`src/sv/quadrature_count_speed_estimator_macros.svh`:
```
// assertion macros for the quadrature count speed estimator
`ifndef QUADRATURE_COUNT_SPEED_ESTIMATOR_MACROS_SVH
`define QUADRATURE_COUNT_SPEED_ESTIMATOR_MACROS_SVH

`ifndef ASSERT_OFF

// same-cycle implication under reset
`define QCSE_ASSERT_NOW(label, clk, rst_n, cond, prop) \
    label: assert property (@(posedge clk) disable iff (!rst_n) (cond) |-> (prop)) \
        else $error("qcse assertion failed");

// next-cycle implication under reset
`define QCSE_ASSERT_NEXT(label, clk, rst_n, cond, prop) \
    label: assert property (@(posedge clk) disable iff (!rst_n) (cond) |=> (prop)) \
        else $error("qcse assertion failed");

`else

`define QCSE_ASSERT_NOW(label, clk, rst_n, cond, prop)
`define QCSE_ASSERT_NEXT(label, clk, rst_n, cond, prop)

`endif

`endif

```
`src/sv/qcse_pkg.sv`:
```
package qcse_pkg;

    // field widths
    localparam int SAMPLE_W = 16;
    localparam int STEP_W   = 17;
    localparam int TURNS_W  = 16;
    localparam int SPEED_W  = 23;
    localparam int ANGLE_W  = 37;
    localparam int POS_W    = SAMPLE_W + TURNS_W;

    // wrap detection
    localparam int HALF_RANGE = 32767;
    localparam int FULL_RANGE = 65536;

    // moving average defaults and scaling: speed = sum * 1000 / (11 * depth)
    localparam int AVG_DEPTH_DEF = 8;
    localparam int SPEED_NUM     = 1000;
    localparam int SPEED_NUM_W   = 10;
    localparam int SPEED_DEN     = 11;
    localparam int SPD_SHIFT     = 24;
    localparam int SPD_MUL_W     = 31;
    localparam int SPD_Q_W       = SPEED_W - 1;

    // angle scaling: pos * 256 / 11, via floor(2^32 / 11)
    localparam int ANGLE_DIV  = 11;
    localparam int ANG_SHIFT  = 32;
    localparam int ANG_MUL_W  = 29;
    localparam int ANG_Q_W    = 29;
    localparam int FRAC_W     = 8;
    localparam logic [ANG_MUL_W-1:0] ANG_MUL = ANG_MUL_W'((64'd1 << ANG_SHIFT) / ANGLE_DIV);

    // first pipeline word, handed from the front end to the scaler
    typedef struct packed {
        logic signed [STEP_W-1:0]  step;
        logic signed [TURNS_W-1:0] turns;
        logic signed [POS_W-1:0]   pos;
    } s1_word_t;

endpackage

```
`src/sv/qcse_if.sv`:
```
// sample channel
interface qcse_in_if;
    logic                              valid;
    logic                              ready;
    logic [qcse_pkg::SAMPLE_W-1:0]     count_sample;

    modport source (output valid, output count_sample, input ready);
    modport sink (input valid, input count_sample, output ready);
endinterface

// result channel
interface qcse_out_if;
    logic                              valid;
    logic                              ready;
    logic signed [qcse_pkg::STEP_W-1:0]  step;
    logic signed [qcse_pkg::TURNS_W-1:0] turns;
    logic signed [qcse_pkg::SPEED_W-1:0] speed_avg;
    logic signed [qcse_pkg::ANGLE_W-1:0] angle_q8;

    modport source (output valid, output step, output turns, output speed_avg,
                    output angle_q8, input ready);
    modport sink (input valid, input step, input turns, input speed_avg,
                  input angle_q8, output ready);
endinterface

```
`src/sv/quadrature_count_speed_estimator.sv`:
```
// channel   | dir | word
// ----------+-----+-------------------------------------------------
// samples   | in  | count_sample
// results   | out | step, turns, speed_avg, angle_q8
//
// one sample per cycle sustained while results are taken; a result word is offered once its
// sample has passed the front-end register and the scaling stages
// that path is the front-end register and four scaling stages (two of them multiply)
// rst_n clears the last sample, turn count, running sum and every history cell at once
// backpressure on results stalls stage by stage, so empty stages still take samples
`include "quadrature_count_speed_estimator_macros.svh"

module quadrature_count_speed_estimator #(
    parameter int AVG_DEPTH = qcse_pkg::AVG_DEPTH_DEF
) (
    input  logic       clk,
    input  logic       rst_n,
    qcse_in_if.sink    samples,
    qcse_out_if.source results
);

    localparam int SUM_W = qcse_pkg::STEP_W + 1 + $clog2(AVG_DEPTH);
    localparam int EXT_W = SUM_W - qcse_pkg::STEP_W;

    // tracking state
    logic [qcse_pkg::SAMPLE_W-1:0]       last_reg, last_next;
    logic signed [qcse_pkg::TURNS_W-1:0] turns_reg, turns_next;
    logic signed [SUM_W-1:0]             sum_reg, sum_next;

    // first pipeline stage
    logic                                s1_valid_reg;
    qcse_pkg::s1_word_t                  s1_word_reg;
    logic signed [SUM_W-1:0]             s1_sum_reg;

    logic                                accept;
    logic                                take;
    logic                                fwd, bwd;
    logic signed [qcse_pkg::STEP_W:0]    diff;
    logic signed [qcse_pkg::STEP_W:0]    step_wide;
    logic signed [qcse_pkg::STEP_W-1:0]  step_new;
    logic signed [qcse_pkg::STEP_W-1:0]  tap [AVG_DEPTH];
    logic signed [qcse_pkg::STEP_W-1:0]  oldest;

    assign samples.ready = !s1_valid_reg || take;
    assign accept        = samples.valid && samples.ready;

    // wrap detection and step correction
    always_comb
    begin
        diff      = $signed({2'b00, samples.count_sample}) - $signed({2'b00, last_reg});
        fwd       = diff < -qcse_pkg::HALF_RANGE;
        bwd       = diff > qcse_pkg::HALF_RANGE;
        step_wide = diff;
        if (fwd)
        begin
            step_wide = diff + (qcse_pkg::STEP_W + 1)'(qcse_pkg::FULL_RANGE);
        end
        else if (bwd)
        begin
            step_wide = diff - (qcse_pkg::STEP_W + 1)'(qcse_pkg::FULL_RANGE);
        end
        step_new   = step_wide[qcse_pkg::STEP_W-1:0];
        turns_next = turns_reg + qcse_pkg::TURNS_W'(fwd) - qcse_pkg::TURNS_W'(bwd);
        last_next  = samples.count_sample;
    end

    // step history line, newest in cell zero
    genvar gi;
    generate
        for (gi = 0; gi < AVG_DEPTH; gi++)
        begin : g_cell
            if (gi == 0)
            begin : g_head
                qcse_cell u_cell (
                    .clk   (clk),
                    .rst_n (rst_n),
                    .shift (accept),
                    .din   (step_new),
                    .dout  (tap[gi])
                );
            end
            else
            begin : g_body
                qcse_cell u_cell (
                    .clk   (clk),
                    .rst_n (rst_n),
                    .shift (accept),
                    .din   (tap[gi-1]),
                    .dout  (tap[gi])
                );
            end
        end
    endgenerate

    assign oldest = tap[AVG_DEPTH-1];

    // running sum: add newest, drop the one leaving the line
    assign sum_next = sum_reg + $signed({{EXT_W{step_new[qcse_pkg::STEP_W-1]}}, step_new})
                              - $signed({{EXT_W{oldest[qcse_pkg::STEP_W-1]}}, oldest});

    always_ff @(posedge clk or negedge rst_n)
    begin
        if (!rst_n)
        begin
            last_reg     <= '0;
            turns_reg    <= '0;
            sum_reg      <= '0;
            s1_valid_reg <= 1'b0;
        end
        else
        begin
            if (accept)
            begin
                last_reg  <= last_next;
                turns_reg <= turns_next;
                sum_reg   <= sum_next;
            end
            if (samples.ready)
            begin
                s1_valid_reg <= samples.valid;
            end
        end
    end

    // first stage word
    always_ff @(posedge clk)
    begin
        if (accept)
        begin
            s1_word_reg.step  <= step_new;
            s1_word_reg.turns <= turns_next;
            s1_word_reg.pos   <= {turns_next, samples.count_sample};
            s1_sum_reg        <= sum_next;
        end
    end

    qcse_scale #(
        .AVG_DEPTH (AVG_DEPTH)
    ) u_scale (
        .clk      (clk),
        .rst_n    (rst_n),
        .in_valid (s1_valid_reg),
        .in_take  (take),
        .in_word  (s1_word_reg),
        .in_sum   (s1_sum_reg),
        .results  (results)
    );

    // turn count moves by at most one per sample
    `QCSE_ASSERT_NEXT(a_turn_step, clk, rst_n, accept,
        (turns_reg == $past(turns_reg)) || (turns_reg == $past(turns_reg) + 16'sd1) || (turns_reg == $past(turns_reg) - 16'sd1))

    // corrected step stays within -32768 to 32768
    `QCSE_ASSERT_NOW(a_step_range, clk, rst_n, s1_valid_reg,
        ($signed(s1_word_reg.step) >= -17'sd32768) && ($signed(s1_word_reg.step) <= 17'sd32768))

    // tracking state holds between accepted samples
    `QCSE_ASSERT_NEXT(a_state_hold, clk, rst_n, !accept,
        $stable(last_reg) && $stable(sum_reg) && $stable(turns_reg))

    // stage one word matches the tracking state it was taken from
    `QCSE_ASSERT_NEXT(a_s1_track, clk, rst_n, accept,
        (s1_sum_reg == sum_reg) && (s1_word_reg.turns == turns_reg))

endmodule

```
`src/sv/qcse_cell.sv`:
```
// one tap of the step history line
module qcse_cell (
    input  logic                              clk,
    input  logic                              rst_n,
    input  logic                              shift,
    input  logic signed [qcse_pkg::STEP_W-1:0] din,
    output logic signed [qcse_pkg::STEP_W-1:0] dout
);

    logic signed [qcse_pkg::STEP_W-1:0] step_reg;
    logic signed [qcse_pkg::STEP_W-1:0] step_next;

    // take din (the neighbor's step, or the new step at the head) on each accepted word
    always_comb
    begin
        step_next = shift ? din : step_reg;
    end

    always_ff @(posedge clk or negedge rst_n)
    begin
        if (!rst_n)
        begin
            step_reg <= '0;
        end
        else
        begin
            step_reg <= step_next;
        end
    end

    assign dout = step_reg;

endmodule

```
`src/sv/qcse_scale.sv`:
```
// constant scaling of the running sum and the position, four stages
module qcse_scale #(
    parameter int AVG_DEPTH = qcse_pkg::AVG_DEPTH_DEF
) (
    input  logic                        clk,
    input  logic                        rst_n,
    input  logic                        in_valid,
    output logic                        in_take,
    input  qcse_pkg::s1_word_t          in_word,
    input  logic signed [qcse_pkg::STEP_W + $clog2(AVG_DEPTH):0] in_sum,
    qcse_out_if.source                  results
);

    localparam int SUM_W   = qcse_pkg::STEP_W + 1 + $clog2(AVG_DEPTH);
    localparam int PRS_W   = SUM_W + qcse_pkg::SPD_MUL_W;
    localparam int X_W     = SUM_W + qcse_pkg::SPEED_NUM_W;
    localparam int PRA_W   = qcse_pkg::POS_W + qcse_pkg::ANG_MUL_W;
    localparam int SPD_DIV = qcse_pkg::SPEED_DEN * AVG_DEPTH;
    localparam longint SpdMulL = (64'(qcse_pkg::SPEED_NUM) << qcse_pkg::SPD_SHIFT) / SPD_DIV;
    localparam logic [qcse_pkg::SPD_MUL_W-1:0] SPD_MUL = qcse_pkg::SPD_MUL_W'(SpdMulL);
    localparam logic [X_W-1:0] DIV_X = X_W'(SPD_DIV);
    localparam logic [X_W-1:0] NUM_X = X_W'(qcse_pkg::SPEED_NUM);
    localparam int AR_W = 5;
    localparam logic [AR_W-1:0] ADIV_R = AR_W'(qcse_pkg::ANGLE_DIV);

    // floor(256 * r / 11) for remainders 0 to 10
    function automatic logic [qcse_pkg::FRAC_W-1:0] frac_q8(input logic [3:0] r);
        logic [qcse_pkg::FRAC_W-1:0] f;
        case (r)
            4'd0:    f = 8'd0;
            4'd1:    f = 8'd23;
            4'd2:    f = 8'd46;
            4'd3:    f = 8'd69;
            4'd4:    f = 8'd93;
            4'd5:    f = 8'd116;
            4'd6:    f = 8'd139;
            4'd7:    f = 8'd162;
            4'd8:    f = 8'd186;
            4'd9:    f = 8'd209;
            4'd10:   f = 8'd232;
            default: f = 8'd0;
        endcase
        return f;
    endfunction

    // stage valids and enables
    logic v2_reg, v3_reg, v4_reg, v5_reg;
    logic en2, en3, en4, en5;

    // stage 2: magnitudes
    logic                               neg_s2_reg, neg_a2_reg;
    logic [SUM_W-1:0]                   mag_s2_reg;
    logic [qcse_pkg::POS_W-1:0]         mag_a2_reg;
    logic signed [qcse_pkg::STEP_W-1:0]  step2_reg;
    logic signed [qcse_pkg::TURNS_W-1:0] turns2_reg;

    // stage 3: reciprocal products
    logic                               neg_s3_reg, neg_a3_reg;
    logic [PRS_W-1:0]                   prs3_reg;
    logic [X_W-1:0]                     x3_reg;
    logic [PRA_W-1:0]                   pra3_reg;
    logic [qcse_pkg::POS_W-1:0]         mag_a3_reg;
    logic signed [qcse_pkg::STEP_W-1:0]  step3_reg;
    logic signed [qcse_pkg::TURNS_W-1:0] turns3_reg;

    // stage 4: quotient estimates and back products
    logic                               neg_s4_reg, neg_a4_reg;
    logic [qcse_pkg::SPD_Q_W-1:0]       qs4_reg;
    logic [X_W-1:0]                     x4_reg;
    logic [X_W-1:0]                     qds4_reg;
    logic [qcse_pkg::ANG_Q_W-1:0]       qa4_reg;
    logic [qcse_pkg::POS_W-1:0]         mag_a4_reg;
    logic [qcse_pkg::POS_W-1:0]         qda4_reg;
    logic signed [qcse_pkg::STEP_W-1:0]  step4_reg;
    logic signed [qcse_pkg::TURNS_W-1:0] turns4_reg;

    // stage 5: output word
    logic signed [qcse_pkg::STEP_W-1:0]  step5_reg;
    logic signed [qcse_pkg::TURNS_W-1:0] turns5_reg;
    logic signed [qcse_pkg::SPEED_W-1:0] speed5_reg;
    logic signed [qcse_pkg::ANGLE_W-1:0] angle5_reg;

    // stage 5 next values
    logic signed [qcse_pkg::SPEED_W-1:0] speed5_next;
    logic signed [qcse_pkg::ANGLE_W-1:0] angle5_next;

    // each stage moves when its successor is empty or moving
    assign en5     = !v5_reg || results.ready;
    assign en4     = !v4_reg || en5;
    assign en3     = !v3_reg || en4;
    assign en2     = !v2_reg || en3;
    assign in_take = en2;

    always_ff @(posedge clk or negedge rst_n)
    begin
        if (!rst_n)
        begin
            v2_reg <= 1'b0;
            v3_reg <= 1'b0;
            v4_reg <= 1'b0;
            v5_reg <= 1'b0;
        end
        else
        begin
            if (en2)
            begin
                v2_reg <= in_valid;
            end
            if (en3)
            begin
                v3_reg <= v2_reg;
            end
            if (en4)
            begin
                v4_reg <= v3_reg;
            end
            if (en5)
            begin
                v5_reg <= v4_reg;
            end
        end
    end

    // magnitudes of sum and position
    always_ff @(posedge clk)
    begin
        if (en2 && in_valid)
        begin
            neg_s2_reg <= in_sum[SUM_W-1];
            mag_s2_reg <= in_sum[SUM_W-1] ? SUM_W'(-in_sum) : SUM_W'(in_sum);
            neg_a2_reg <= in_word.pos[qcse_pkg::POS_W-1];
            mag_a2_reg <= in_word.pos[qcse_pkg::POS_W-1] ? (~in_word.pos + 1'b1)
                                                          : in_word.pos;
            step2_reg  <= in_word.step;
            turns2_reg <= in_word.turns;
        end
    end

    // multiply by the scaled reciprocals
    always_ff @(posedge clk)
    begin
        if (en3 && v2_reg)
        begin
            neg_s3_reg <= neg_s2_reg;
            neg_a3_reg <= neg_a2_reg;
            prs3_reg   <= PRS_W'(mag_s2_reg) * PRS_W'(SPD_MUL);
            x3_reg     <= X_W'(mag_s2_reg) * NUM_X;
            pra3_reg   <= PRA_W'(mag_a2_reg) * PRA_W'(qcse_pkg::ANG_MUL);
            mag_a3_reg <= mag_a2_reg;
            step3_reg  <= step2_reg;
            turns3_reg <= turns2_reg;
        end
    end

    // quotient estimates, low by at most one, and their back products
    always_ff @(posedge clk)
    begin
        if (en4 && v3_reg)
        begin
            neg_s4_reg <= neg_s3_reg;
            neg_a4_reg <= neg_a3_reg;
            qs4_reg    <= prs3_reg[qcse_pkg::SPD_SHIFT +: qcse_pkg::SPD_Q_W];
            qds4_reg   <= X_W'(prs3_reg[qcse_pkg::SPD_SHIFT +: qcse_pkg::SPD_Q_W]) * DIV_X;
            x4_reg     <= x3_reg;
            qa4_reg    <= pra3_reg[qcse_pkg::ANG_SHIFT +: qcse_pkg::ANG_Q_W];
            qda4_reg   <= qcse_pkg::POS_W'(pra3_reg[qcse_pkg::ANG_SHIFT +: qcse_pkg::ANG_Q_W])
                          * qcse_pkg::POS_W'(qcse_pkg::ANGLE_DIV);
            mag_a4_reg <= mag_a3_reg;
            step4_reg  <= step3_reg;
            turns4_reg <= turns3_reg;
        end
    end

    // remainder correction and sign
    always_comb
    begin
        logic [X_W-1:0]                     rs;
        logic [qcse_pkg::SPD_Q_W-1:0]       qs;
        logic [qcse_pkg::POS_W-1:0]         ra_full;
        logic [AR_W-1:0]                    ra;
        logic                               fix_a;
        logic [qcse_pkg::ANG_Q_W-1:0]       qa;
        logic [AR_W-1:0]                    ra_fix;
        logic [qcse_pkg::ANGLE_W-1:0]       mag_a;
        rs      = x4_reg - qds4_reg;
        qs      = qs4_reg + qcse_pkg::SPD_Q_W'(rs >= DIV_X);
        ra_full = mag_a4_reg - qda4_reg;
        ra      = ra_full[AR_W-1:0];
        fix_a   = ra >= ADIV_R;
        qa      = qa4_reg + qcse_pkg::ANG_Q_W'(fix_a);
        ra_fix  = fix_a ? (ra - ADIV_R) : ra;
        mag_a   = {qa, frac_q8(ra_fix[3:0])};
        speed5_next = neg_s4_reg ? -$signed({1'b0, qs}) : $signed({1'b0, qs});
        angle5_next = neg_a4_reg ? -$signed(mag_a) : $signed(mag_a);
    end

    always_ff @(posedge clk)
    begin
        if (en5 && v4_reg)
        begin
            step5_reg  <= step4_reg;
            turns5_reg <= turns4_reg;
            speed5_reg <= speed5_next;
            angle5_reg <= angle5_next;
        end
    end

    assign results.valid     = v5_reg;
    assign results.step      = step5_reg;
    assign results.turns     = turns5_reg;
    assign results.speed_avg = speed5_reg;
    assign results.angle_q8  = angle5_reg;

endmodule

```
`src/flat_wrapper.sv`:
```
// flat-port wrapper written by rule: the top's interface ports become plain ports
module quadrature_count_speed_estimator_flat 
#(
    parameter int AVG_DEPTH = qcse_pkg::AVG_DEPTH_DEF
)
  (clk, rst_n, samples_valid, samples_count_sample, samples_ready, results_valid, results_step, results_turns, results_speed_avg, results_angle_q8, results_ready);
  qcse_in_if samples_i ();
  qcse_out_if results_i ();
  input  logic clk;
  input  logic rst_n;
  input wire logic [$bits(samples_i.valid)-1:0] samples_valid;
  input wire logic [$bits(samples_i.count_sample)-1:0] samples_count_sample;
  output wire logic [$bits(samples_i.ready)-1:0] samples_ready;
  output wire logic [$bits(results_i.valid)-1:0] results_valid;
  output wire logic [$bits(results_i.step)-1:0] results_step;
  output wire logic [$bits(results_i.turns)-1:0] results_turns;
  output wire logic [$bits(results_i.speed_avg)-1:0] results_speed_avg;
  output wire logic [$bits(results_i.angle_q8)-1:0] results_angle_q8;
  input wire logic [$bits(results_i.ready)-1:0] results_ready;
  assign samples_i.valid = samples_valid;
  assign samples_i.count_sample = samples_count_sample;
  assign samples_ready = samples_i.ready;
  assign results_valid = results_i.valid;
  assign results_step = results_i.step;
  assign results_turns = results_i.turns;
  assign results_speed_avg = results_i.speed_avg;
  assign results_angle_q8 = results_i.angle_q8;
  assign results_i.ready = results_ready;
  quadrature_count_speed_estimator #(.AVG_DEPTH(AVG_DEPTH)) u_core (.clk(clk), .rst_n(rst_n), .samples(samples_i), .results(results_i));
endmodule
```
`config.mk`:
```
export PLATFORM = sky130hd
export DESIGN_NAME = quadrature_count_speed_estimator_flat
export DESIGN_NICKNAME = d
export VERILOG_FILES = /design/src/sv/qcse_pkg.sv /design/src/sv/qcse_if.sv /design/src/sv/quadrature_count_speed_estimator.sv /design/src/sv/qcse_cell.sv /design/src/sv/qcse_scale.sv /design/src/flat_wrapper.sv
export VERILOG_INCLUDE_DIRS = /design/src /design/src/sv
export SDC_FILE = /design/constraint.sdc
export NUM_CORES = 2
export LEC_CHECK = 0
export BUFFER_PORTS_ARGS = -buffer_cell sky130_fd_sc_hd__buf_2
export CORE_MARGIN = 2
export CORE_UTILIZATION = 55
export CTS_CLUSTER_DIAMETER = 40
export DETAILED_ROUTE_END_ITERATION = 10
export PLACE_DENSITY = 0.76
export SLEW_MARGIN = 20
export SYNTH_ARGS = -nofsm -noshare
export SYNTH_HDL_FRONTEND = slang
export SYNTH_SLANG_ARGS = --single-unit
```
`constraint.sdc`:
```
create_clock -name clk -period 9.8 [get_ports clk]
set_input_delay 0.49 -clock clk [delete_from_list [all_inputs] [get_ports clk]]
set_output_delay 0.49 -clock clk [all_outputs]
set_load 0.02 [all_outputs]
```
==> run_results.csv <==
group,metric,value,unit
final_layout,largest_reg_flops,119,
global_routing,grt_max_degree,122,
synthesis,yosysMostFrequentCell,"inv_1",
synthesis,syn-instance-count,5377,
synthesis,yosysSeqAreaShare,34.1,%
synthesis,synth.area.top_cells,"edfxtp_1, fa_1, ha_1",
final_layout,seq_area,0.0203,sq mm
critical_path,regToRegStartpoint,"u_core.u_scale.mag_a2_reg[7]$_DFFE_PP_",
job,cap_violations,0,
synthesis,synth_edf_count,515,
drt,antenna_left,0,
synthesis,ys_ff_latch,709,
timing,rsz0062_at_grt,"no",
synthesis,ys_top_cells_by_count,"inv_1, ha_1, fa_1",
clocking,cts_resized,0,
critical_path,r2r-end,"u_core.u_scale.pra3_reg[60]$_DFFE_PP_",
floorplanning,dieWidth,333,microns
placed_design,hpwl,105000,microns
placed_design,dp.cells,6836,
clocking,cts-buffers-inserted,94,
synthesis,ys_async_sr_fraction,27.4,%
synthesis,netlist.area_leader.share,26.0,%
synthesis,synthesis.nets,6801,
floorplanning,core.rowCount,120,
global_routing,grt_util_met2,39.7,%
drt,drt_iter0_drc,2292,
critical_path,start_kind,"flop",
timing,min_period_over_period,82.4,%
global_routing,antenna_found_initial,1,
global_routing,top_usage_layer,"met2",
synthesis,synth_ff_type,"edfxtp_1",
clocking,root_buffer,"clkbuf_16",
final_layout,utilization,60.5,%
global_routing,grt_pass1_wl,210000,microns
floorplanning,ios,115,
clocking,clk_latency,0.68,ns
critical_path,cp.arrival,8.47,ns
drt,routed_wirelength,129000,microns
clocking,cts_tree,"yes",
global_routing,grt-ovfl-total,0,
critical_path,crit_start,"u_core.u_scale.mag_a2_reg[7]$_DFFE_PP_",
synthesis,synth_cell_type_count,93,
drt,wl_per_cell,18.4,microns
timing,relSlewSlack,30.3,%
drt,vias,37500,
global_routing,use_met3,4.45,%
final_layout,fin_cells,7010,
critical_path,ff2ff_path_depth,23,
critical_path,crit_type,"reg2reg",
timing,fin_skew,0.0395,ns
final_layout,multi_input_area,0.0345,sq mm
critical_path,path_max_fanout,11,
placed_design,io_buffers,114,
synthesis,ys_warn_count,0,
floorplanning,die_y,333,microns
hold_path,hp-start,"samples_count_sample[7]",
clocking,cts.path.max_buffers,3,
floorplanning,start_util,55.5,%
clocking,clkTransAtPathRegs,0.06,ns
drt,drc,0,
timing,holdWs,0.0448,ns
final_layout,num-fill-cells,8656,
timing,worst_slew_pin_slew,1.04,ns
timing,max_freq,124,MHz
placed_design,place_congestion,0.979,
synthesis,yosysTopAreaCell,"edfxtp_1",
run_status,status,"completed",
global_routing,grt_usage,24.2,%
global_routing,grt_pass1_vias,39600,
critical_path,ff2ff_setup_slack,1.73,ns
drt,viasPerCell,5.34,
timing,finalMaxSlewViolations,0,
timing,setup_viol,0,
synthesis,syn_area,0.0595,sq mm
hold_path,hold_class,"in2reg",
global_routing,use_met1,33.2,%
critical_path,worstSetupEndpointType,"flop",
floorplanning,core,0.107,sq mm
drt,first_pass_iters,7,
critical_path,crit_end,"u_core.u_scale.pra3_reg[60]$_DFFE_PP_",
final_layout,syn2layout_area_growth,8.91,%
final_layout,layout-drive-gt1-share,6.33,%
synthesis,avgSynthCellArea,11.1,sq um
floorplanning,die-area,0.111,sq mm
final_layout,nNetsFinal,6955,
critical_path,cp.required,10.20,ns
timing,period_needed,8.07,ns
clocking,clock-sinks,709,
clocking,htreeDepth,3,
timing,hold_viol,0,
final_layout,antennaDiodeCount,0,
timing,setup_tns,0,ns
[layer usage]
layer  routed length, microns  part of all wire (%)
met4                     3340                   2.6
met5                        0                     0
met1                    56900                    44
met2                    61000                    47
met3                     8080                   6.2
[logic make-up (layout without fill, tap and decap cells)]
family,after synthesis,after routing,share of synthesized area (%)
buffers and inverters,1246,1476,7.91
AO/OA/AOI/OAI,631,631,6.85
adder cells (fa/ha/maj),1404,1404,38.0
flip-flops,709,709,34.1
AND/OR/NAND/NOR,1060,1060,8.13
multiplexers,28,28,0.536
XOR/XNOR,299,299,4.40
[through the flow]
step	worst slack, ns	cell area, sq um
CTS	1.87	64800
global placement	2.02	61700
detailed placement	1.93	61700
floorplan	2.84	59500
finish	1.73	64800
global route	1.46	64800
[placed cells by master, fill, tap and decap left out, types with 34 or more instances in the layout]
cell / netlist / layout
nand2_1: 554 / 553
edfxtp_1: 515 / 515
inv_1: 1166 / 1166
buf_2: 3 / 113
clkbuf_16: 0 / 95
a21o_1: 72 / 72
fa_1: 677 / 677
xnor2_1: 204 / 204
a31oi_1: 37 / 37
xor2_1: 95 / 95
nand2b_1: 36 / 36
and3_1: 34 / 34
dfrtp_1: 194 / 194
o21ai_0: 160 / 160
nor2_1: 142 / 142
a21oi_1: 147 / 147
nor3_1: 53 / 53
nand3_1: 72 / 72
ha_1: 727 / 727
[critical path, cell delays in order, from the launching register on]
cell      delay (ns)
edfxtp_1        0.69
fa_1            0.53
ha_1            0.28
inv_1           0.06
fa_1            0.54
inv_1           0.06
fa_1            0.52
fa_1            0.46
fa_1            0.55
inv_1           0.06
fa_1            0.53
inv_1           0.04
ha_1            0.34
o21a_1          0.20
a21oi_1         0.64
a2111o_1        0.31
a311oi_1        0.06
or3_1           0.51
o21ba_2         0.28
a31oi_1         0.31
o21ai_1         0.18
o41a_1          0.36
a21oi_1         0.21
xnor2_1         0.08
[cell type report]
type                       count  share of cell area [%]
multi-input combinational   3422                    53.3
sequential                   709                    31.3
inverter                    1169                    6.78
clock buffer                 108                    3.77
tap                         1403                    2.71
timing repair buffer         135                    1.14
clock inverter                64                    1.00
[timing repair]
| action | CTS | global route |
|---|---|---|
| setup buffers | 0 | 0 |
| hold buffers | 2 | 0 |
| endpoints found under the hold margin | 62 | 0 |
[worst min-delay path by stage]
stage | endpoint | slack (ns) | cells past startpoint
floorplan | u_core.g_cell[0].g_head.u_cell.dout[0]$_DFFE_PN0P_ | 0.19 | 0
CTS | u_core.s1_word_reg[7]$_DFFE_PP_ | 0.01 | 1
global route | u_core.s1_word_reg[3]$_DFFE_PP_ | 0.02 | 1
global placement | u_core.u_scale.qa4_reg[9]$_DFFE_PP_ | 0.40 | 0
finish | u_core.s1_word_reg[7]$_DFFE_PP_ | 0.04 | 1
detailed placement | u_core.u_scale.results.step[8]$_DFFE_PP_ | 0.40 | 0
Power is left out: the tool's default activity adds up to more than one toggle a clock period on the data nets, which glitch-free logic cannot reach.
